$ cat src/hw/rtl/rcf_pkg.sv
package rcf_pkg;

    // Fixed widths of the item and result fields
    localparam int HANDLE_PORT_W = 16;
    localparam int BYTE_W        = 8;
    localparam int SLOT_IDX_OUT_W = 4;
    localparam int LEN_OUT_W     = 8;
    localparam int COUNT_W       = 32;

    // Read and write strobes of one memory port
    typedef struct packed {
        logic rd;
        logic wr;
    } rcf_mem_cmd_t;

    // One result beat as held on the output ports
    typedef struct packed {
        logic                      changed;
        logic                      no_slot;
        logic [SLOT_IDX_OUT_W-1:0] slot_index;
        logic                      new_slot;
        logic [LEN_OUT_W-1:0]      stored_length;
        logic [COUNT_W-1:0]        notification_total;
        logic [COUNT_W-1:0]        duplicate_total;
    } rcf_result_t;

endpackage

$ cat src/hw/rtl/rcf_ram.sv
module rcf_ram
    import rcf_pkg::*;
#(
    parameter int DEPTH  = 16,
    parameter int ADDR_W = 4,
    parameter int DATA_W = 8
)
(
    input  logic              clk,
    input  rcf_mem_cmd_t      cmd,
    input  logic [ADDR_W-1:0] addr,
    input  logic [DATA_W-1:0] wr_data,
    output logic [DATA_W-1:0] rd_data
);

    logic [DATA_W-1:0] mem [DEPTH];
    logic [DATA_W-1:0] rd_data_reg;

    // Write one entry, register the read data
    always_ff @(posedge clk)
    begin
        if (cmd.wr)
        begin
            mem[addr] <= wr_data;
        end
        if (cmd.rd)
        begin
            rd_data_reg <= mem[addr];
        end
    end

    assign rd_data = rd_data_reg;

endmodule

$ cat config.mk
export PLATFORM = sky130hd
export DESIGN_NAME = rcf_ram
export DESIGN_NICKNAME = d
export VERILOG_FILES = /design/src/hw/rtl/rcf_pkg.sv /design/src/hw/rtl/rcf_ram.sv
export SDC_FILE = /design/constraint.sdc
export NUM_CORES = 1
export LEC_CHECK = 0
export ABC_AREA = 1
export BUFFER_PORTS_ARGS = -buffer_cell sky130_fd_sc_hd__buf_2
export CORE_MARGIN = 2
export CORE_UTILIZATION = 61
export CTS_BUF_LIST = sky130_fd_sc_hd__clkbuf_4 sky130_fd_sc_hd__clkbuf_8 sky130_fd_sc_hd__clkbuf_16
export DETAILED_ROUTE_END_ITERATION = 6
export GPL_TIMING_DRIVEN = 0
export PLACE_DENSITY = 0.79
export SETUP_SLACK_MARGIN = 0.15
export SLEW_MARGIN = 10
export SYNTH_ARGS = -nofsm -noshare
export SYNTH_HDL_FRONTEND = slang
export SYNTH_SLANG_ARGS = --single-unit
export TNS_END_PERCENT = 10
$ cat constraint.sdc
create_clock -name clk -period 1.9 [get_ports clk]
set_input_delay 0.285 -clock clk [delete_from_list [all_inputs] [get_ports clk]]
set_output_delay 0.285 -clock clk [all_outputs]
set_load 0.01 [all_outputs]
* Word level (Yosys, flattened, before mapping)
Memories as Yosys holds them, arrays and structs flattened. A register that Yosys moved wholly into a read port is not among the register bits. Index checks and enable logic that the tools add are counted.
Word-level totals: output and inout port bits 8, memories 1, memory bits (writable) 128, register bits after elaboration 0
Cells by class: muxes and demuxes 2
Memories:
- mem | depth 16, bits a word 8, read ports 1, clocked after memory_dff 1, wr ports 1, RTL line rcf_ram.sv:16 | logic [DATA_W-1:0] mem [DEPTH];
Operators with widths (number):
- $mux 1 | 2

* Logic depth before layout (Yosys ltp)
Gate-level depths: netlist (run 1).
depth in word-level cells 2, gate-level depth with buffers 11, depth with buffers taken out 9

* Worst setup path before layout (run 1)
No wires, ideal clock.
path type in2reg, start point input port addr[1], end point memory mem[3][0] (enable), setup time 0.370 ns, required time 1.530 ns, stages 4, setup slack 0.238 ns, arrival 1.292 ns, path buffers 2, cell sequence buf_2 -> clkbuf_1 -> nand3_1 -> nor2_1
RTL lines:
- start, declared | RTL line rcf_ram.sv:11 | input logic [ADDR_W-1:0] addr,
- end, declared | RTL line rcf_ram.sv:16
No word-level cell before the write port.

* Final worst setup path (run 1)
start point input port addr[1], end point memory mem[3][1] (enable)
No word-level cell before the write port.

==> metrics, run 1 <==
antenna-violating nets left 0; Synth-to-Final Area Change 15.0%; CP delay by family, top simple AND/OR/NAND/NOR gates; Largest register FFs 128; htree depth 4; Post-route DRC 0; Root Driver clkbuf_8; GRT met3 Usage 5.92%; period utilization 93.6%; setup tns final 0 ns; Slew @ Worst Pin 0.763 ns; flops & latches, synth 136; fmax 562 MHz; synth warn 0; Reg clk slew, reported paths 0.06 ns; Crit. End Element flop; Post-Syn Nets 563; Final GP Congestion 0.908; CTS Buf Count 17; GRT met1 Usage 36.9%; pin count of the biggest net entering global routing 17; Diodes inserted 0; Crit Path Max Fanout 10; Slew Limit Fails 0; Max IR drop VDD 0.827 mV; DRT iter0 DRCs 376; CTS max path bufs 2; Total Nets Final 603; DR WL/cell 17.5 µm; clock skew 0.00651 ns; vias in the first global route 3,703; number of fill cells 647; clk sinks 136; CP Depth 4; relative slew slack 48.9%; Initial Util 62.3%; first-pass iteration count of the detailed router 6; Lkg Pwr 0.00282 µW; RSZ-0062 raised after global routing true; GRT Total Usage 26.7%; drt via density 5.33; Req. time, crit path 2.05 ns; status finished, final reports clean; # IOs 23; port bufs 21; CP arrival 1.93 ns; DP HPWL 7.81 mm; die height 100 µm; Setup Viol. Count Final 0; Hold WC Path Type in -> reg; Post-Synthesis Cells 548; multi-input logic area 0.00139 mm²; CTS tree yes; Final Hold Fails 0; slowest stage cell, crit path nor2_1; Synth cell types 10; critical path startpoint category input pin; global-route wire length before repair 19.3 mm; WHS Path Cells 1; Vias 3,787; cts hold-fix bufs 0; GRT busiest layer met2; WS Path Type in -> reg; CP bufs+invs 2; crit-path cells buf_2 > clkbuf_1 > nand3_1 > nor2_1; worst hold slack 0.108 ns; Power per Cell Area 1100 mW/mm²; sequential share of the synthesized area 72.0%; max incr delay on CP 0.69 ns; DRT Wirelength 12.4 mm; most frequent cells in the layout nand2_1 (346), edfxtp_1 (136), buf_2 (33); GRT overflow 0; GR Util met2 41.6%; Site Rows 35; Synth Cell Area 0.00567 mm²; Clk Latency, worst-skew pair 0.52 ns; setup bufs post-CTS 0; post-layout util 71.6%; sequential cell area 0.00408 mm²; worst reg2reg path depth 8; synthesized area per cell 10.4 µm²; Final min period 1.78 ns; Die Area 0.0101 mm²; Max-cap violations 0; Die X 100 µm; most common cell after layout, fill and taps aside nand2_1; initial antenna violation count 0; share of cells above drive strength 1 12.0%; floorplan core area 0.00911 mm²
[layer usage]
layer,vias to the layer above,routed length [µm]
met5,-,0
met4,0,351
met3,30,706
met2,141,6000
met1,1778,5380
li1,1838,-
[power by group]
part           switching (µW)  total [µW]  internal, µW
Clock                    1200        3330          2130
Sequential               15.8        3400          3380
Combinational             307         419           112
Total                    1520        7150          5630
[layout make-up]
cell class              count  area share, %
plain buffers              21           1.78
clock buffers              18           6.46
clock inverters            13           2.74
inverters                  23           1.32
multi-input cells         368           21.3
flip-flops and latches    136           62.6
well taps                 111           2.13
repair buffers             21           1.61
[cell families (layout without fill, tap and decap cells)]
group	count (synthesis)	in the layout	synth area share (%)
buf+inv	44	96	3.57
flops	136	136	72.0
simple gates	368	368	24.4
[stage by stage]
stage	setup slack, ns	area [µm²]	cells	power [µW]
6_report	0.122	6520	711	7150
5_1_grt	0.0432	6520	711	7330
4_1_cts	0.134	6520	711	7150
3_5_place_dp	-0.429	5920	680	3870
3_3_place_gp	-0.278	5920	680	3850
2_1_floorplan	0.238	5670	548	3700
[Yosys cell counts (all sizes together)]
library cell    n  area, µm²
edfxtp        136       4080
buf            18        105
clkinv          1       3.75
nor2           18       67.6
inv            22       82.6
clkbuf          3       11.3
nand3           4       20.0
nand2         346       1300
[worst paths after layout]
kind | from | endpoint | slack [ns]
max | addr[1] | mem[3][1] | 0.12
min | cmd[1] | rd_data[0] | 0.11
max reg2reg | mem[3][2] | rd_data[2] | 0.71
min reg2reg | mem[10][7] | rd_data[7] | 0.79
[worst reg2reg max path: cells and delay by family (launching register included)]
kind                   cells  cell delay, ns
buffers and inverters      1            0.09
and+or+nand+nor            7            0.49
DFF                        1            0.37
[what timing repair did]
action / 4_1_cts / 5_1_grt
hold endpoints to repair: 0 / 0
resized for setup: 1 / 1
setup endpoints to repair: 16 / 56
Power figures use the tool's default switching activity.
==> run 2: changes to the inputs <==
Settings changed: SETUP_SLACK_MARGIN 0.15 to unset.
==> metrics, run 2 (synthesis results as in run 1) <==
fmax 556 MHz; RSZ-0062 raised after global routing false; Largest register FFs 128; DRT iter0 DRCs 337; Crit. End Element flop; Total Nets Final 603; routed metal-1 wirelength 5.18 mm; vias in the first global route 3,703; drt via density 5.38; post-CTS resize count 0; Max IR drop VDD 0.825 mV; Die Area 0.0101 mm²; met2 WL 5.93 mm; slowest stage cell, crit path nor2_1; sequential cell area 0.00408 mm²; uppermost layer routed met4; Slew Limit Fails 0; Final Hold Fails 0; critical path startpoint category input pin; met3 wire len 924 µm; Vias 3,826; Reg clk slew, reported paths 0.06 ns; max incr delay on CP 0.73 ns; Lkg Pwr 0.00282 µW; Die X 100 µm; DR WL/cell 17.4 µm; Synth-to-Final Area Change 14.9%; die height 100 µm; Final GP Congestion 0.908; share of cells above drive strength 1 11.7%; post-layout util 71.6%; Max-cap violations 0; most common cell after layout, fill and taps aside nand2_1; CP arrival 1.95 ns; DRT Wirelength 12.4 mm; global-route wire length before repair 19.3 mm; multi-input logic area 0.00139 mm²; clk sinks 136; CTS Buf Count 17; period utilization 94.6%; CP bufs+invs 2; antenna-violating nets left 0; Final min period 1.80 ns; # IOs 23; first-pass iteration count of the detailed router 7; CTS max path bufs 2; CTS tree yes; Post-route DRC 0; Clk Latency, worst-skew pair 0.53 ns; most frequent cells in the layout nand2_1 (346), edfxtp_1 (136), buf_2 (33); WS Path Type in -> reg; htree depth 4; relative slew slack 43.7%; port bufs 21; Hold WC Path Type in -> reg; clock skew 0.00908 ns; Site Rows 35; cts hold-fix bufs 0; GRT overflow 0; CP delay by family, top simple AND/OR/NAND/NOR gates; Slew @ Worst Pin 0.842 ns; GRT Total Usage 26.7%; Diodes inserted 0; design area 0.00652 mm²; Crit Path Max Fanout 10; Setup Viol. Count Final 0; DP HPWL 7.81 mm; crit-path cells buf_2 > clkbuf_1 > nand3_1 > nor2_1; Area after DPL 0.00592 mm²; Power per Cell Area 1100 mW/mm²; Req. time, crit path 2.05 ns; number of fill cells 648; Root Driver clkbuf_8; initial antenna violation count 0; status finished, final reports clean; pin count of the biggest net entering global routing 17; floorplan core area 0.00911 mm²; Initial Util 62.3%; setup bufs post-CTS 0
-- run 2: cell counts in the layout (fill, tap and decap cells not counted) --
Identical to the previous run, type by type.
-- run 2: routing by layer --
layer  track usage (%)  up-vias
met5                 0        -
met4              11.7        0
met3              5.92       32
met2              41.6      189
met1              36.9     1765
li1                  -     1840
-- run 2: where the power goes --
group | internal (µW) | switching [µW]
Combinational | 112 | 305
Sequential | 3380 | 15.8
Clock | 2130 | 1200
Total | 5620 | 1520
-- run 2: worst paths after layout --
kind              start          to  slack, ns  depth (start not counted)
min reg2reg  mem[10][7]  rd_data[7]       0.79                          8
min              cmd[1]  rd_data[0]       0.11                          1
max reg2reg   mem[3][2]  rd_data[2]       0.72                          8
max             addr[1]   mem[2][4]       0.10                          4
-- run 2: layout make-up --
class | instances | area share [%]
Timing Repair Buffer | 21 | 1.61
Clock inverter | 13 | 2.75
Clock buffer | 18 | 6.47
Multi-Input combinational cell | 368 | 21.3
Buffer | 21 | 1.79
Inverter | 23 | 1.32
Sequential cell | 136 | 62.7
Tap cell | 111 | 2.13
-- run 2: metrics by stage --
| step | hold slack, ns | setup slack (ns) | power [µW] | setup TNS (ns) | instances |
|---|---|---|---|---|---|
| after floorplan | 0.384 | 0.238 | 3700 | 0 | 548 |
| after global placement | 0.614 | -0.278 | 3850 | -26.59 | 680 |
| after detailed placement | 0.631 | -0.429 | 3870 | -37.38 | 680 |
| after CTS | 0.0967 | 0.116 | 7150 | 0 | 711 |
| after global routing | 0.106 | 0.0159 | 7330 | 0 | 711 |
| final | 0.105 | 0.103 | 7150 | 0 | 711 |
==> run 3: changes to the inputs <==
--- a/config.mk
+++ b/config.mk
@@ -9,9 +9,9 @@
 export BUFFER_PORTS_ARGS = -buffer_cell sky130_fd_sc_hd__buf_2
 export CORE_MARGIN = 2
-export CORE_UTILIZATION = 61
+export CORE_UTILIZATION = 55
 export CTS_BUF_LIST = sky130_fd_sc_hd__clkbuf_4 sky130_fd_sc_hd__clkbuf_8 sky130_fd_sc_hd__clkbuf_16
 export DETAILED_ROUTE_END_ITERATION = 6
 export GPL_TIMING_DRIVEN = 0
-export PLACE_DENSITY = 0.79
+export PLACE_DENSITY = 0.75
 export SLEW_MARGIN = 10
 export SYNTH_ARGS = -nofsm -noshare
==> constraint.sdc (replaced) <==
create_clock -name clk -period 1.61 [get_ports clk]
set_input_delay 0.322 -clock clk [delete_from_list [all_inputs] [get_ports clk]]
set_output_delay 0.322 -clock clk [all_outputs]
set_load 0.01 [all_outputs]
==> metrics, run 3 (synthesis results as in run 1) <==
most frequent cells in the layout nand2_1 (346), edfxtp_1 (136), buf_2 (33); Site Rows 37; Die X 106 µm; vias in the first global route 3,743; global-route wire length before repair 18.8 mm; DP HPWL 7.63 mm; DRT iter0 DRCs 334; share of cells above drive strength 1 13.5%; antenna-violating nets left 0; Hold WC Path Type in -> reg; setup tns final -2.31 ns; drt via density 5.23; port bufs 21; CTS tree yes; Max IR drop VDD 0.844 mV; most common cell after layout, fill and taps aside nand2_1; period utilization 105%; DR WL/cell 16.3 µm; Req. time, crit path 1.76 ns; Root Driver clkbuf_8; CTS Buf Count 17; WS Path Type in -> reg; Area after DPL 0.00595 mm²; Worst Setup Slack, final -0.0815 ns; pin count of the biggest net entering global routing 17; sequential cell area 0.00408 mm²; CTS max path bufs 2; design area 0.00662 mm²; Post-route DRC 0; Diodes inserted 0; clock skew 0.00576 ns; Power per Cell Area 1310 mW/mm²; Crit Path Max Fanout 10; Die Area 0.0111 mm²; # IOs 23; RSZ-0062 raised after global routing true; initial antenna violation count 0; Vias 3,847; die height 106 µm; Slew Limit Fails 0; clk sinks 136; status complete, but fails checks; Synth-to-Final Area Change 16.7%; multi-input logic area 0.00142 mm²; critical path startpoint category input pin; DRT Wirelength 12.0 mm; first-pass iteration count of the detailed router 6; floorplan core area 0.0102 mm²; slowest stage cell, crit path nor2_1; Tot Pwr 8680 µW; Total Nets Final 603; Final GP Congestion 0.902; Max-cap violations 0; Initial Util 55.7%; CP arrival 1.84 ns; relative slew slack 55.0%; Lkg Pwr 0.00282 µW; htree depth 4; Final Hold Fails 0; Setup Viol. Count Final 32; max incr delay on CP 0.61 ns; Largest register FFs 128; failing checks setup timing; GRT Total Usage 23.1%; Final min period 1.69 ns; Crit. End Element flop; Slew @ Worst Pin 0.673 ns; setup bufs post-CTS 0; Reg clk slew, reported paths 0.06 ns; fmax 591 MHz; GRT overflow 0; crit-path cells buf_2 > clkbuf_1 > nand3_1 > nor2_1; Clk Latency, worst-skew pair 0.52 ns; number of fill cells 734
## run 3: repair_timing
item,in CTS,in global routing
hold buffers,0,0
endpoints found under the setup margin,48,128
endpoints found under the hold margin,0,0
pin swaps,0,0
resized for setup,0,12
## run 3: final cells by class
| type | count | share of cell area [%] |
|---|---|---|
| multi-input combinational | 368 | 21.4 |
| buffer | 21 | 1.76 |
| sequential | 136 | 61.7 |
| clock buffer | 17 | 6.25 |
| inverter | 23 | 1.30 |
| tap | 136 | 2.57 |
| timing repair buffer | 21 | 1.59 |
| clock inverter | 14 | 3.46 |
## run 3: path summary, 6_finish.rpt
kind	from	endpoint	slack, ns	cells past startpoint
worst max-delay path	addr[1]	mem[2][3]	-0.08	4
worst min-delay path	cmd[1]	rd_data[1]	0.13	1
worst max register to register	mem[7][0]	rd_data[0]	0.43	8
worst min register to register	mem[8][1]	rd_data[1]	0.79	8
## run 3: worst max-delay path: cells and delay by family
family | cells | cell delay [ns]
buffers and inverters | 2 | 0.57
and+or+nand+nor | 2 | 0.95
## run 3: through the flow
step	setup WS, ns	std cells	hold slack [ns]	util [%]
after floorplan	-0.0892	548	0.421	-
after global routing	-0.177	736	0.132	65.0
after CTS	-0.0466	736	0.114	64.7
after global placement	-0.530	705	0.654	58.4
final	-0.0815	736	0.129	65.0
after detailed placement	-0.621	705	0.659	58.4
## run 3: where the power goes
part | switching (µW) | internal, µW
combinational | 361 | 133
sequential | 19.3 | 3990
clock | 1370 | 2800
total | 1750 | 6930
## run 3: routing by layer
metal / routed length, µm / part of all wire (%) / vias up / track usage, %
li1: - / - / 1841 / -
met1: 5020 / 42 / 1838 / 30.3
met2: 5950 / 49 / 143 / 37.6
met3: 819 / 6.8 / 25 / 5.32
met4: 235 / 2.0 / 0 / 9.49
met5: 0 / 0 / - / 0
